==> config.mk <==
export PLATFORM = sky130hd
export DESIGN_NAME = bitmap_font_text_measure
export DESIGN_NICKNAME = d
export VERILOG_FILES = /design/src/rtl/bftm_pkg.sv /design/src/rtl/bftm_front.sv /design/src/rtl/bftm_queue.sv /design/src/rtl/bftm_back.sv /design/src/rtl/bitmap_font_text_measure.sv
export SDC_FILE = /design/constraint.sdc
export NUM_CORES = 2
export LEC_CHECK = 0
export BUFFER_PORTS_ARGS = -buffer_cell sky130_fd_sc_hd__clkbuf_2
export CORE_MARGIN = 4
export CORE_UTILIZATION = 24
export DETAILED_ROUTE_END_ITERATION = 10
export GPL_ROUTABILITY_DRIVEN = 0
export PLACE_DENSITY = 0.43
export SYNTH_ARGS = -nofsm -noshare
export SYNTH_HDL_FRONTEND = slang
export SYNTH_HIERARCHICAL = 1
export SYNTH_MEMORY_MAX_BITS = 65536
export SYNTH_SLANG_ARGS = --single-unit
==> constraint.sdc <==
create_clock -name clk -period 7 [get_ports clk]
set_input_delay 1.4 -clock clk [delete_from_list [all_inputs] [get_ports clk]]
set_output_delay 1.4 -clock clk [all_outputs]
set_load 0.05 [all_outputs]
==> src/rtl/bftm_pkg.sv <==
// ----------------------------------------------------------------------------
// bftm_pkg
// Shared types and constants for the bitmap font text measure block.
// ----------------------------------------------------------------------------
package bftm_pkg;

    localparam int GLYPH_SLOTS_DEF = 512;
    localparam int Q_DEPTH         = 2;
    localparam int DIV_STEPS       = 16;

    localparam logic [7:0] CODE_RETURN  = 8'd13;
    localparam logic [8:0] MISSING_STEP = 9'd1;

    typedef enum logic [2:0] {
        CFG_FIRST_CHAR    = 3'd0,
        CFG_LAST_CHAR     = 3'd1,
        CFG_EXTRA_WIDTH   = 3'd2,
        CFG_SCALE_NUMER   = 3'd3,
        CFG_SCALE_DENOM   = 3'd4,
        CFG_RETURN_RESETS = 3'd5
    } cfg_index_t;

    typedef enum logic {
        OP_LOAD    = 1'b0,
        OP_MEASURE = 1'b1
    } op_t;

    typedef enum logic [2:0] {
        BK_IDLE,
        BK_LEAD,
        BK_ADD,
        BK_MUL,
        BK_CHK,
        BK_DIV,
        BK_EMIT
    } back_state_t;

    typedef struct packed {
        logic [7:0]  first_char;
        logic [7:0]  last_char;
        logic [15:0] extra_width;
        logic [15:0] scale_numer;
        logic [15:0] scale_denom;
        logic        return_resets;
    } bftm_cfg_t;

    typedef struct packed {
        logic       first;
        logic       last;
        logic       is_return;
        logic [7:0] glyph_width;
    } bftm_cmd_t;

endpackage

==> src/rtl/bftm_front.sv <==
// ----------------------------------------------------------------------------
// bftm_front
// Accepts items, writes the glyph width table on loads and looks up the
// glyph width of measure items, then hands them to the command queue.
// ----------------------------------------------------------------------------
module bftm_front #(
    parameter int GLYPH_SLOTS = bftm_pkg::GLYPH_SLOTS_DEF
) (
    input  logic                 clk,
    input  logic                 rst_n,
    input  bftm_pkg::bftm_cfg_t  cfg,
    input  logic                 in_valid,
    output logic                 in_ready,
    input  logic                 operation,
    input  logic [7:0]           char_code,
    input  logic [7:0]           glyph_width,
    input  logic                 first_of_text,
    input  logic                 last_of_text,
    output logic                 q_push,
    output bftm_pkg::bftm_cmd_t  q_data,
    input  logic                 q_full
);
    import bftm_pkg::*;

    localparam int IDX_W = (GLYPH_SLOTS > 1) ? $clog2(GLYPH_SLOTS) : 1;

    function automatic logic [IDX_W-1:0] slot_of(input logic [8:0] v);
        logic [17:0] r;
        logic [17:0] m;
        r = {9'd0, v};
        for (int k = 8; k >= 0; k--)
        begin
            m = 18'(GLYPH_SLOTS) << k;
            if (r >= m)
            begin
                r = r - m;
            end
        end
        return r[IDX_W-1:0];
    endfunction

    logic [7:0] width_mem [GLYPH_SLOTS];
    logic [7:0] rd_data_reg;

    logic pend_reg;
    logic pend_next;
    logic first_reg;
    logic last_reg;
    logic ret_reg;

    logic       accept;
    logic       wr_en;
    logic       rd_en;
    logic [8:0] glyph_idx;
    logic       in_range;

    assign in_ready = !pend_reg || !q_full;
    assign accept   = in_valid && in_ready;
    assign wr_en    = accept && (op_t'(operation) == OP_LOAD);
    assign rd_en    = accept && (op_t'(operation) == OP_MEASURE);

    assign in_range  = (char_code >= cfg.first_char) && (char_code <= cfg.last_char);
    assign glyph_idx = in_range ? ({1'b0, char_code} - {1'b0, cfg.first_char})
                                : ({1'b0, cfg.last_char} + MISSING_STEP
                                   - {1'b0, cfg.first_char});

    assign q_push    = pend_reg && !q_full;
    assign pend_next = rd_en || (pend_reg && !q_push);

    assign q_data.first       = first_reg;
    assign q_data.last        = last_reg;
    assign q_data.is_return   = ret_reg;
    assign q_data.glyph_width = rd_data_reg;

    always_ff @(posedge clk)
    begin
        if (wr_en)
        begin
            width_mem[slot_of({1'b0, char_code})] <= glyph_width;
        end
        if (rd_en)
        begin
            rd_data_reg <= width_mem[slot_of(glyph_idx)];
        end
    end

    always_ff @(posedge clk or negedge rst_n)
    begin
        if (!rst_n)
        begin
            pend_reg <= 1'b0;
        end
        else
        begin
            pend_reg <= pend_next;
        end
    end

    always_ff @(posedge clk)
    begin
        if (rd_en)
        begin
            first_reg <= first_of_text;
            last_reg  <= last_of_text;
            ret_reg   <= cfg.return_resets && (char_code == CODE_RETURN);
        end
    end

endmodule

==> src/rtl/bftm_queue.sv <==
// ----------------------------------------------------------------------------
// bftm_queue
// Short command queue between the front and back parts.
// ----------------------------------------------------------------------------
module bftm_queue (
    input  logic                 clk,
    input  logic                 rst_n,
    input  logic                 push,
    input  bftm_pkg::bftm_cmd_t  push_data,
    output logic                 full,
    input  logic                 pop,
    output bftm_pkg::bftm_cmd_t  pop_data,
    output logic                 empty
);
    import bftm_pkg::*;

    localparam int PW = $clog2(Q_DEPTH);
    localparam int CW = $clog2(Q_DEPTH + 1);

    bftm_cmd_t       entry_reg [Q_DEPTH];
    logic [PW-1:0]   wr_ptr_reg;
    logic [PW-1:0]   rd_ptr_reg;
    logic [CW-1:0]   count_reg;
    logic [CW-1:0]   count_next;
    logic            do_push;
    logic            do_pop;

    assign full     = (count_reg == CW'(Q_DEPTH));
    assign empty    = (count_reg == '0);
    assign do_push  = push && !full;
    assign do_pop   = pop && !empty;
    assign pop_data = entry_reg[rd_ptr_reg];

    always_comb
    begin
        count_next = count_reg;
        if (do_push && !do_pop)
        begin
            count_next = count_reg + 1'b1;
        end
        else if (do_pop && !do_push)
        begin
            count_next = count_reg - 1'b1;
        end
    end

    always_ff @(posedge clk)
    begin
        if (do_push)
        begin
            entry_reg[wr_ptr_reg] <= push_data;
        end
    end

    always_ff @(posedge clk or negedge rst_n)
    begin
        if (!rst_n)
        begin
            wr_ptr_reg <= '0;
            rd_ptr_reg <= '0;
            count_reg  <= '0;
        end
        else
        begin
            if (do_push)
            begin
                wr_ptr_reg <= wr_ptr_reg + 1'b1;
            end
            if (do_pop)
            begin
                rd_ptr_reg <= rd_ptr_reg + 1'b1;
            end
            count_reg <= count_next;
        end
    end

endmodule

==> src/rtl/bftm_back.sv <==
// ----------------------------------------------------------------------------
// bftm_back
// Running width, scale multiply, iterative 32/16 divide and result register.
// ----------------------------------------------------------------------------
module bftm_back (
    input  logic                 clk,
    input  logic                 rst_n,
    input  bftm_pkg::bftm_cfg_t  cfg,
    input  bftm_pkg::bftm_cmd_t  q_data,
    input  logic                 q_empty,
    output logic                 q_pop,
    output logic                 out_valid,
    input  logic                 out_ready,
    output logic [15:0]          location,
    output logic                 overflowed,
    output logic                 last_of_run
);
    import bftm_pkg::*;

    localparam int          CNT_W    = $clog2(DIV_STEPS);
    localparam logic [CNT_W-1:0] DIV_LAST = CNT_W'(DIV_STEPS - 1);

    back_state_t state_reg;
    back_state_t state_next;

    bftm_cmd_t   cmd_reg;
    logic [15:0] run_reg;
    logic [31:0] prod_reg;
    logic [15:0] rem_reg;
    logic [15:0] quo_reg;
    logic [CNT_W-1:0] cnt_reg;
    logic [15:0] res_loc_reg;
    logic        res_ovf_reg;

    logic        out_valid_reg;
    logic [15:0] out_loc_reg;
    logic        out_ovf_reg;
    logic        out_last_reg;

    logic out_free;
    logic lead_emit;
    logic fin_emit;
    logic add_en;
    logic mul_en;
    logic chk_en;
    logic div_en;

    logic [15:0] run_sum;
    logic        sat;
    logic [16:0] trial;
    logic        q_bit;
    logic [15:0] rem_step;
    logic [15:0] quo_step;

    assign out_free = !out_valid_reg || out_ready;

    assign run_sum = run_reg + {{8{cmd_reg.glyph_width[7]}}, cmd_reg.glyph_width}
                   + cfg.extra_width;
    assign sat     = (cfg.scale_denom == '0) || (prod_reg[31:16] >= cfg.scale_denom);

    assign trial    = {rem_reg, quo_reg[15]};
    assign q_bit    = (trial >= {1'b0, cfg.scale_denom});
    assign rem_step = q_bit ? 16'(trial - {1'b0, cfg.scale_denom}) : trial[15:0];
    assign quo_step = {quo_reg[14:0], q_bit};

    always_comb
    begin
        state_next = state_reg;
        unique case (state_reg)
            BK_IDLE:
            begin
                if (!q_empty)
                begin
                    state_next = q_data.first ? BK_LEAD : BK_ADD;
                end
            end
            BK_LEAD:
            begin
                if (out_free)
                begin
                    state_next = BK_ADD;
                end
            end
            BK_ADD:
            begin
                state_next = cmd_reg.is_return ? BK_EMIT : BK_MUL;
            end
            BK_MUL:
            begin
                state_next = BK_CHK;
            end
            BK_CHK:
            begin
                state_next = sat ? BK_EMIT : BK_DIV;
            end
            BK_DIV:
            begin
                if (cnt_reg == DIV_LAST)
                begin
                    state_next = BK_EMIT;
                end
            end
            BK_EMIT:
            begin
                if (out_free)
                begin
                    state_next = BK_IDLE;
                end
            end
            default:
            begin
                state_next = BK_IDLE;
            end
        endcase
    end

    always_comb
    begin
        q_pop     = 1'b0;
        lead_emit = 1'b0;
        fin_emit  = 1'b0;
        add_en    = 1'b0;
        mul_en    = 1'b0;
        chk_en    = 1'b0;
        div_en    = 1'b0;
        unique case (state_reg)
            BK_IDLE: q_pop     = !q_empty;
            BK_LEAD: lead_emit = out_free;
            BK_ADD:  add_en    = 1'b1;
            BK_MUL:  mul_en    = 1'b1;
            BK_CHK:  chk_en    = 1'b1;
            BK_DIV:  div_en    = 1'b1;
            BK_EMIT: fin_emit  = out_free;
            default: q_pop     = 1'b0;
        endcase
    end

    always_ff @(posedge clk or negedge rst_n)
    begin
        if (!rst_n)
        begin
            state_reg     <= BK_IDLE;
            run_reg       <= '0;
            out_valid_reg <= 1'b0;
        end
        else
        begin
            state_reg <= state_next;
            if (lead_emit)
            begin
                run_reg <= '0;
            end
            else if (add_en)
            begin
                run_reg <= cmd_reg.is_return ? '0 : run_sum;
            end
            else if (fin_emit && cmd_reg.last)
            begin
                run_reg <= '0;
            end
            if (lead_emit || fin_emit)
            begin
                out_valid_reg <= 1'b1;
            end
            else if (out_ready)
            begin
                out_valid_reg <= 1'b0;
            end
        end
    end

    always_ff @(posedge clk)
    begin
        if (q_pop)
        begin
            cmd_reg <= q_data;
        end
        if (add_en)
        begin
            res_loc_reg <= '0;
            res_ovf_reg <= 1'b0;
        end
        if (mul_en)
        begin
            prod_reg <= {16'd0, run_reg} * {16'd0, cfg.scale_numer};
        end
        if (chk_en)
        begin
            rem_reg <= prod_reg[31:16];
            quo_reg <= prod_reg[15:0];
            cnt_reg <= '0;
            if (sat)
            begin
                res_loc_reg <= 16'hFFFF;
                res_ovf_reg <= 1'b1;
            end
        end
        if (div_en)
        begin
            rem_reg     <= rem_step;
            quo_reg     <= quo_step;
            cnt_reg     <= cnt_reg + 1'b1;
            res_loc_reg <= quo_step;
            res_ovf_reg <= 1'b0;
        end
        if (lead_emit)
        begin
            out_loc_reg  <= '0;
            out_ovf_reg  <= 1'b0;
            out_last_reg <= 1'b0;
        end
        else if (fin_emit)
        begin
            out_loc_reg  <= res_loc_reg;
            out_ovf_reg  <= res_ovf_reg;
            out_last_reg <= cmd_reg.last;
        end
    end

    assign out_valid   = out_valid_reg;
    assign location    = out_loc_reg;
    assign overflowed  = out_ovf_reg;
    assign last_of_run = out_last_reg;

endmodule

==> src/rtl/bitmap_font_text_measure.sv <==
// ----------------------------------------------------------------------------
// bitmap_font_text_measure
// Measures text in a bitmap font, one character per transaction.
// ----------------------------------------------------------------------------
// Usage:
//   cfg_*    : register writes (index, data), always ready; write only when idle.
//   s_axis_* : load transactions fill the glyph width table, measure
//              transactions add one character to the running width.
//   m_axis_* : scaled running width per measured character, plus a leading
//              zero for a character marked first of text.
// Loads produce no result and are taken one per cycle while s_axis_tready is
// high. A measure passes the registered table read and the back end: add,
// 16x16 multiply, overflow check, 16 restoring divide steps and the result
// register (a resetting return skips multiply and divide). The 16-step
// divider sets the rate; a first-of-text character adds a leading result.
// A two-entry queue lets the front keep accepting while the back end works.
// Reset clears the running width, the queue and restores register defaults;
// the glyph table is not cleared. A stalled m_axis_tready holds the result
// and backs up through the queue to s_axis_tready.
// ----------------------------------------------------------------------------
module bitmap_font_text_measure #(
    parameter int GLYPH_SLOTS = bftm_pkg::GLYPH_SLOTS_DEF
) (
    input  logic        clk,
    input  logic        rst_n,
    input  logic        cfg_valid,
    output logic        cfg_ready,
    input  logic [2:0]  cfg_index,
    input  logic [15:0] cfg_data,
    input  logic        s_axis_tvalid,
    output logic        s_axis_tready,
    input  logic [15:0] s_axis_tdata,   // [7:0] char_code, [15:8] glyph_width
    input  logic [1:0]  s_axis_tuser,   // [0] operation, [1] first_of_text
    input  logic        s_axis_tlast,
    output logic        m_axis_tvalid,
    input  logic        m_axis_tready,
    output logic [15:0] m_axis_tdata,   // [15:0] location
    output logic        m_axis_tuser,   // [0] overflowed
    output logic        m_axis_tlast
);
    import bftm_pkg::*;

    bftm_cfg_t cfg_reg;
    bftm_cmd_t push_data;
    bftm_cmd_t pop_data;
    logic      q_push;
    logic      q_full;
    logic      q_pop;
    logic      q_empty;

    assign cfg_ready = 1'b1;

    always_ff @(posedge clk or negedge rst_n)
    begin
        if (!rst_n)
        begin
            cfg_reg.first_char    <= 8'd0;
            cfg_reg.last_char     <= 8'd255;
            cfg_reg.extra_width   <= 16'd0;
            cfg_reg.scale_numer   <= 16'd1;
            cfg_reg.scale_denom   <= 16'd1;
            cfg_reg.return_resets <= 1'b1;
        end
        else if (cfg_valid && cfg_ready)
        begin
            case (cfg_index_t'(cfg_index))
                CFG_FIRST_CHAR:    cfg_reg.first_char    <= cfg_data[7:0];
                CFG_LAST_CHAR:     cfg_reg.last_char     <= cfg_data[7:0];
                CFG_EXTRA_WIDTH:   cfg_reg.extra_width   <= cfg_data;
                CFG_SCALE_NUMER:   cfg_reg.scale_numer   <= cfg_data;
                CFG_SCALE_DENOM:   cfg_reg.scale_denom   <= cfg_data;
                CFG_RETURN_RESETS: cfg_reg.return_resets <= cfg_data[0];
                default:           cfg_reg               <= cfg_reg;
            endcase
        end
    end

    bftm_front #(
        .GLYPH_SLOTS (GLYPH_SLOTS)
    ) u_front (
        .clk           (clk),
        .rst_n         (rst_n),
        .cfg           (cfg_reg),
        .in_valid      (s_axis_tvalid),
        .in_ready      (s_axis_tready),
        .operation     (s_axis_tuser[0]),
        .char_code     (s_axis_tdata[7:0]),
        .glyph_width   (s_axis_tdata[15:8]),
        .first_of_text (s_axis_tuser[1]),
        .last_of_text  (s_axis_tlast),
        .q_push        (q_push),
        .q_data        (push_data),
        .q_full        (q_full)
    );

    bftm_queue u_queue (
        .clk       (clk),
        .rst_n     (rst_n),
        .push      (q_push),
        .push_data (push_data),
        .full      (q_full),
        .pop       (q_pop),
        .pop_data  (pop_data),
        .empty     (q_empty)
    );

    bftm_back u_back (
        .clk         (clk),
        .rst_n       (rst_n),
        .cfg         (cfg_reg),
        .q_data      (pop_data),
        .q_empty     (q_empty),
        .q_pop       (q_pop),
        .out_valid   (m_axis_tvalid),
        .out_ready   (m_axis_tready),
        .location    (m_axis_tdata),
        .overflowed  (m_axis_tuser),
        .last_of_run (m_axis_tlast)
    );

endmodule
# --- Word-level counts from Yosys, hierarchy flattened ---
# Memory sizes are Yosys's and may differ from the RTL's. A register that Yosys moved wholly into a read port is not among the register bits.
# Index checks and enable logic that the tools add are counted.
word_totals:
  regBits: 206
  mem_bits_rw: 4118
  inputBits: 43
  out_inout_bits: 21
  wordCells: 146
  n_memories: 2
classes:
  addsub: 11
  n_mul: 1
  magnitude_cmp: 4
  n_eq_ne: 18
  n_mux: 42
  bitwise: 1
  reduce_logical: 39
memory_table:
  columns: ["memory", "depth", "word_bits", "read_ports", "rd_clocked_by_memory_dff", "write_ports", "line_no", "text"]
  rows:
  - ["u_front.width_mem", 512, 8, 1, 1, 1, "bftm_front.sv:42", "logic [7:0] width_mem [GLYPH_SLOTS];"]
  - ["u_queue.entry_reg", 2, 11, 1, 0, 1, "bftm_queue.sv:20", "bftm_cmd_t entry_reg [Q_DEPTH];"]
ops:
  columns: ["op", "count"]
  rows:
  - ["16-bit two-way mux", 13]
  - ["16-bit adder", 2]
  - ["16-bit by 16-bit multiplier with 32-bit output", 1]
  - ["3-bit one-hot mux with 7 select lines", 1]
  - ["17-bit by 16-bit >= comparator with 1-bit output", 1]
  - ["16-bit >= comparator", 1]
  - ["16-bit zero test", 1]
  - ["1-bit two-way mux", 16]
  - ["16-bit subtractor", 1]
  - ["3-bit equality test, second input constant", 5]
  - ["3-bit two-way mux", 5]
  - ["3-bit by 2-bit equality test with 1-bit output, second input constant", 4]
  - ["1-bit logical AND", 12]
  - ["2-bit AND reduction", 6]
  - ["8-bit by 1-bit adder with 9-bit output, second input constant", 1]
  - ["9-bit two-way mux", 1]
  - ["8-bit by 8-bit subtractor with 9-bit output", 1]
  - ["9-bit by 8-bit subtractor with 9-bit output", 1]
  - ["8-bit by 4-bit equality test with 1-bit output, second input constant", 1]
  - ["8-bit >= comparator", 1]
  - ["8-bit less-or-equal comparator", 1]
  - ["2-bit two-way mux", 4]
  - ["4-bit two-way mux", 2]
  - ["1-bit zero test", 7]
  - ["16 further kinds", 27]

# --- Depth between registers and ports, before layout ---
logic_depth:
  ltp_word: 8
  mapped_depth: 22
  depth_no_buf: 22

# --- Modules after synthesis ---
# Netlist, hierarchy kept.
modules_own_cells:
  columns: ["mod", "instances", "cells_each", "area_each_um2", "seq_area_each_um2"]
  rows:
  - ["bftm_front", 1, 5399, 82070.0, 61854.3]
  - ["bftm_back", 1, 1650, 15514.9, 3543.4]
  - ["bitmap_font_text_measure", 1, 144, 2509.9, 1640.3]
  - ["bftm_queue", 1, 53, 1002.2, 760.7]

# --- Worst setup path before layout ---
# OpenSTA, ideal clock, no wires.
synth_path:
  path_kind: "register -> register"
  start: "register u_back.run_reg[13]"
  end: "register u_back.prod_reg[27], data pin"
  setup_ps: 266
  arrival_ps: 5743
  required_time_ps: 6734
  path_slack_ps: 991
  path_stages_with_launch: 22
  path_buffers: 2
  period_less_slack_ps: 6009
  cell_sequence: "dfrtp_1 > clkbuf_1 > clkbuf_1 > nand2_1 > fa_1 > fa_1 > inv_1 > fa_1 > fa_1 > fa_1 > inv_1 > fa_1 > inv_1 > ha_1 > a21oi_1 > and2_0 > o41ai_1 > a21oi_1 > a21oi_1 > nor2_1 > a31oi_1 > xor2_1"
synth_via:
  elab_chain_cells: 1
synth_rtl:
  columns: ["element", "line_no", "text"]
  rows:
  - ["from (decl)", "bftm_back.sv:27", "logic [15:0] run_reg;"]
  - ["from (signal assigned)", "bftm_back.sv:155", "run_reg <= cmd_reg.is_return ? '0 : run_sum;"]
  - ["16-bit by 16-bit multiplier with 32-bit output", "bftm_back.sv:185", "prod_reg <= {16'd0, run_reg} * {16'd0, cfg.scale_numer};"]
  - ["to (signal assigned)", "bftm_back.sv:185", null]
  - ["to (decl)", "bftm_back.sv:28", "logic [31:0] prod_reg;"]
# Every way passes these cells.
# A chain may end at the register's enable or synchronous reset.

# --- Worst setup path after layout ---
layout_path:
  start: "register cfg_reg[28] (netlist name)"
  end: "register u_back.prod_reg[31], data pin"
layout_via:
  elab_chain_cells: 1
layout_rtl:
  columns: ["element", "line_no", "text"]
  rows:
  - ["from (decl)", "bitmap_font_text_measure.sv:43", "bftm_cfg_t cfg_reg;"]
  - ["from (signal assigned)", "bitmap_font_text_measure.sv:73", "default: cfg_reg <= cfg_reg;"]
  - ["16-bit by 16-bit multiplier with 32-bit output", "bftm_back.sv:185", null]
# Every way passes these cells.

==> metrics.sh <==
CTS.PATH.MAX_BUFFERS=4
MIN_PERIOD_OVER_PERIOD_PCT=93.5
POSTCTSSETUPREPAIRBUFS=0
SETUP_VIOL=0
FRACTION_OF_FINAL_LAYOUT_CELLS_WITH_DRIVE_STRENGTH_GREATER_THAN_1_PCT=10.3
NUMBER_OF_FLIP_FLOPS_UNDER_THE_LARGEST_REGISTER_NAME=2048
TIMING_HOLD_VIOLATIONS_FINAL=0
CRIT_PATH_END='u_back/prod_reg[31]'
STARTPOINT='cfg_reg[28]'
GRT_UTIL_ALL_LAYERS_PCT=14.1
CRITICAL_PATH_PEAK_FANOUT=11
SYNTH-WARNING-COUNT=6
CTSRESIZECOUNT=0
MULTIINPUTGATEAREA_UM2=30400
SLEW_VIOL_FINAL=0
CTS.SINK_COUNT=2284
DETAILED_ROUTE_WIRE_LENGTH_ON_METAL_1_UM=138000
CORE_UM2=420000
CLOCK_SKEW_PS=85.7
CRIT_TYPE='reg2reg'
RRSETUPSLACK_PS=450
FINAL_CELL_MIX='edfxtp_1, nand2_1, nand3_1'
DESIGN.DIE.AREA_UM2=432000
NUMBER_OF_UNIQUE_STANDARD_CELL_TYPES_USED_BY_SYNTHESIS=97
MET3_LAYER_WIRE_LENGTH_IN_THE_ROUTED_DESIGN_UM=16300
DIE_WIDTH_UM=657
REG2REG_DEPTH=20
WL_MET2_UM=150000
SYNTH_CELLS=7246
SEQUENTIAL_FRACTION_OF_THE_SYNTHESIS_AREA_PCT=67.1
LAYOUT_SETUP_WS_PS=452
POWER.LEAKAGE_nW=40.0
INSERTION_DELAY_PS=910
CTS_MADE_BUFFERS=244
WORSTMARGINPINSLEW_PS=1350
CRIT-REG2REG-CAPTURE='u_back/prod_reg[31]'
STATUS='finished clean'
CTS-HOLD-FIX-BUFFERS=0
CLOCK.FMAX_MHz=153
CTS.CLK_SLEW.WORST_PATHS_PS=60
LAYOUT.FILLER_CELLS=42634
DRV.MAX_CAP_VIOLATION_COUNT=0
VIA_COUNT=60709
R2R-START='cfg_reg[28]'
SYNTH_ENABLE_FLOP_CELLS=2159
POST-ROUTE-MIN-PERIOD_PS=6550
HOLD_SLACK_PS=449
ASYNCSETRESETFLOPFRACSYNTH_PCT=3.94
SYNTH-SEQ-CELLS=2284
MAXIMUM_VDD_IR_DROP_mV=0.315
ROUTED_VIA_DENSITY=4.64
FIRST_GLOBAL_VIAS=61330
INITIALDRTVIOLATIONCOUNT=5211
MAX_LAYER_USED='met5'
DRT_FIRST_PASS_ITERS=8
AREA_GROWTH_PCT=14.9
POWER_DENSITY_nW_PER_UM2=422
SYNTH.NET_COUNT=7683
ANTENNA_FOUND_INITIAL=24
SYNTH_FF_TYPE='edfxtp_1'
PLACE.DETAILED.HPWL_UM=204000
GLOBAL_ROUTE.OVERFLOW_TOTAL=0
FINAL-SEQ-AREA_UM2=67800
DIEHEIGHT_UM=657
DP_SLACK_PS=-235
CTS.HTREE.LEVELS=4
GRT_FIRST_PASS_WIRELENGTH_UM=452000
GRT_MAX_DEGREE=146
FINAL_ANTENNA_NET_COUNT=0
WORST-ENDPOINT-REQUIRED_PS=7620
SYN-CELL-AREA_UM2=101000
MOST_COMMON_LIBRARY_CELL_IN_THE_LAYOUT_IGNORING_FILL_AND_TAPS='edfxtp_1'
CRITPATHLAUNCHTYPE='register'
TRITONCTS='done'
RSZ0062_AT_GRT='no'
ROUTED_WL_UM=315000
TOP_LEVEL_PORTS=64
STD_CELL_ROWS=238
CRIT_PATH_END_KIND='register'
HOLD_PATH.CLASS='reg2reg'
CRITICAL_PATH_ARRIVAL_PS=7170
TOTALNEGATIVESETUPSLACK_PS=0
IO_BUFFERS=62
SYN_AVG_CELL_AREA_UM2=14.0
RESIDUAL_DRC=0
ROUTE.DETAILED.WL_PER_INST_UM=24.0
FINAL_NET_COUNT=7798
INITIAL_UTILIZATION_PCT=24.1
TIMING.MAX_SLEW.REL_SLACK_PCT=8.82
BUFFER_CELL_DRIVING_THE_CLOCK_TREE_ROOT='clkbuf_16'
## power breakdown
group / leakage [nW] / total, W / internal, W / switching (W)
sequential: 20.8 / 0.0162 / 0.0157 / 0.000503
clock: 3.70 / 0.0125 / 0.00707 / 0.00542
combinational: 15.5 / 0.0203 / 0.00675 / 0.0136
total: 40.0 / 0.0490 / 0.0295 / 0.0195
## kinds of logic after synthesis
group | synth area share, %
AOI/OAI and AO/OA | 5.09
other | 0.00371
and+or+nand+nor | 11.1
xor gates and xnor gates | 0.588
buffers and inverters | 3.11
muxes | 6.63
DFF | 67.1
adders and majority gates | 6.46
## worst min-delay path by stage
stage                                 from                        to  cells after the start
global placement        u_back/res_ovf_reg        u_back/res_ovf_reg                      1
finish              u_back/res_loc_reg[13]       u_back/location[13]                      2
global route                         rst_n         u_back/run_reg[0]                      1
floorplan           u_front/rd_data_reg[0]   u_queue/entry_reg[0][0]                      0
CTS                                  rst_n         u_back/run_reg[0]                      1
detailed placement       u_front/first_reg  u_queue/entry_reg[1][10]                      0
## synthesized netlist by cell type (all sizes together), types with 13 or more instances
library cell / instances / area, um^2
a211oi: 22 / 175
a21o: 35 / 264
a21oi: 118 / 602
a221o: 16 / 160
a222oi: 19 / 190
a22o: 27 / 236
a22oi: 34 / 255
a311oi: 19 / 184
a31oi: 117 / 744
a32oi: 68 / 596
and2: 124 / 778
buf: 179 / 1280
clkbuf: 208 / 783
dfrtp: 79 / 1980
dfxtp: 35 / 701
edfxtp: 2159 / 64800
fa: 213 / 4260
ha: 181 / 2260
inv: 287 / 1080
mux2: 85 / 957
mux2i: 360 / 3600
mux4: 95 / 2140
nand2: 1353 / 5080
nand2b: 16 / 100
nand3: 431 / 2160
nand4: 144 / 901
nor2: 363 / 1360
nor2b: 21 / 131
nor3: 23 / 120
nor4: 22 / 144
o21ai: 81 / 405
o21bai: 13 / 97.6
o22ai: 91 / 569
xnor2: 40 / 358
xor2: 27 / 236
## critical path: stages, from the launching register on
cell and delay, ps:
dfrtp_1 560, buf_4 280, nand2_1 100, fa_1 500
inv_1 50, fa_1 480, fa_1 540, fa_1 540
fa_1 560, inv_1 60, fa_1 530, inv_1 40
ha_1 370, nand2_1 100, o41ai_1 610, buf_4 220
a21oi_1 60, a21oi_1 280, o21ai_0 150, a21oi_1 190
xnor2_1 80
## metrics by stage
stage	cells	power, W	util [%]	instance area (um^2)
6_report	13088	0.0490	27.7	116000
4_1_cts	13079	0.0497	27.7	116000
3_5_place_dp	12635	0.0370	25.9	109000
3_3_place_gp	12633	0.0369	25.8	109000
5_1_grt	13082	0.0517	27.7	116000
2_1_floorplan	7246	0.0289	-	101000
## layout make-up
| cell class | instances | area share [%] |
|---|---|---|
| Antenna cell | 9 | 0.0194 |
| Clock buffer | 319 | 5.60 |
| Clock inverter | 125 | 0.953 |
| Inverter | 287 | 0.927 |
| Multi-Input combinational cell | 4288 | 26.2 |
| Sequential cell | 2284 | 58.4 |
| Tap cell | 5520 | 5.94 |
| Timing Repair Buffer | 256 | 2.04 |
## metal layers
| metal | vias to the layer above | global-route usage [%] |
|---|---|---|
| li1 | 27047 | - |
| met4 | 6 | 4.32 |
| met1 | 31498 | 19.0 |
| met3 | 450 | 2.11 |
| met2 | 1708 | 23.6 |
| met5 | - | 0 |
No activity file was read; power rests on OpenSTA's default activity.
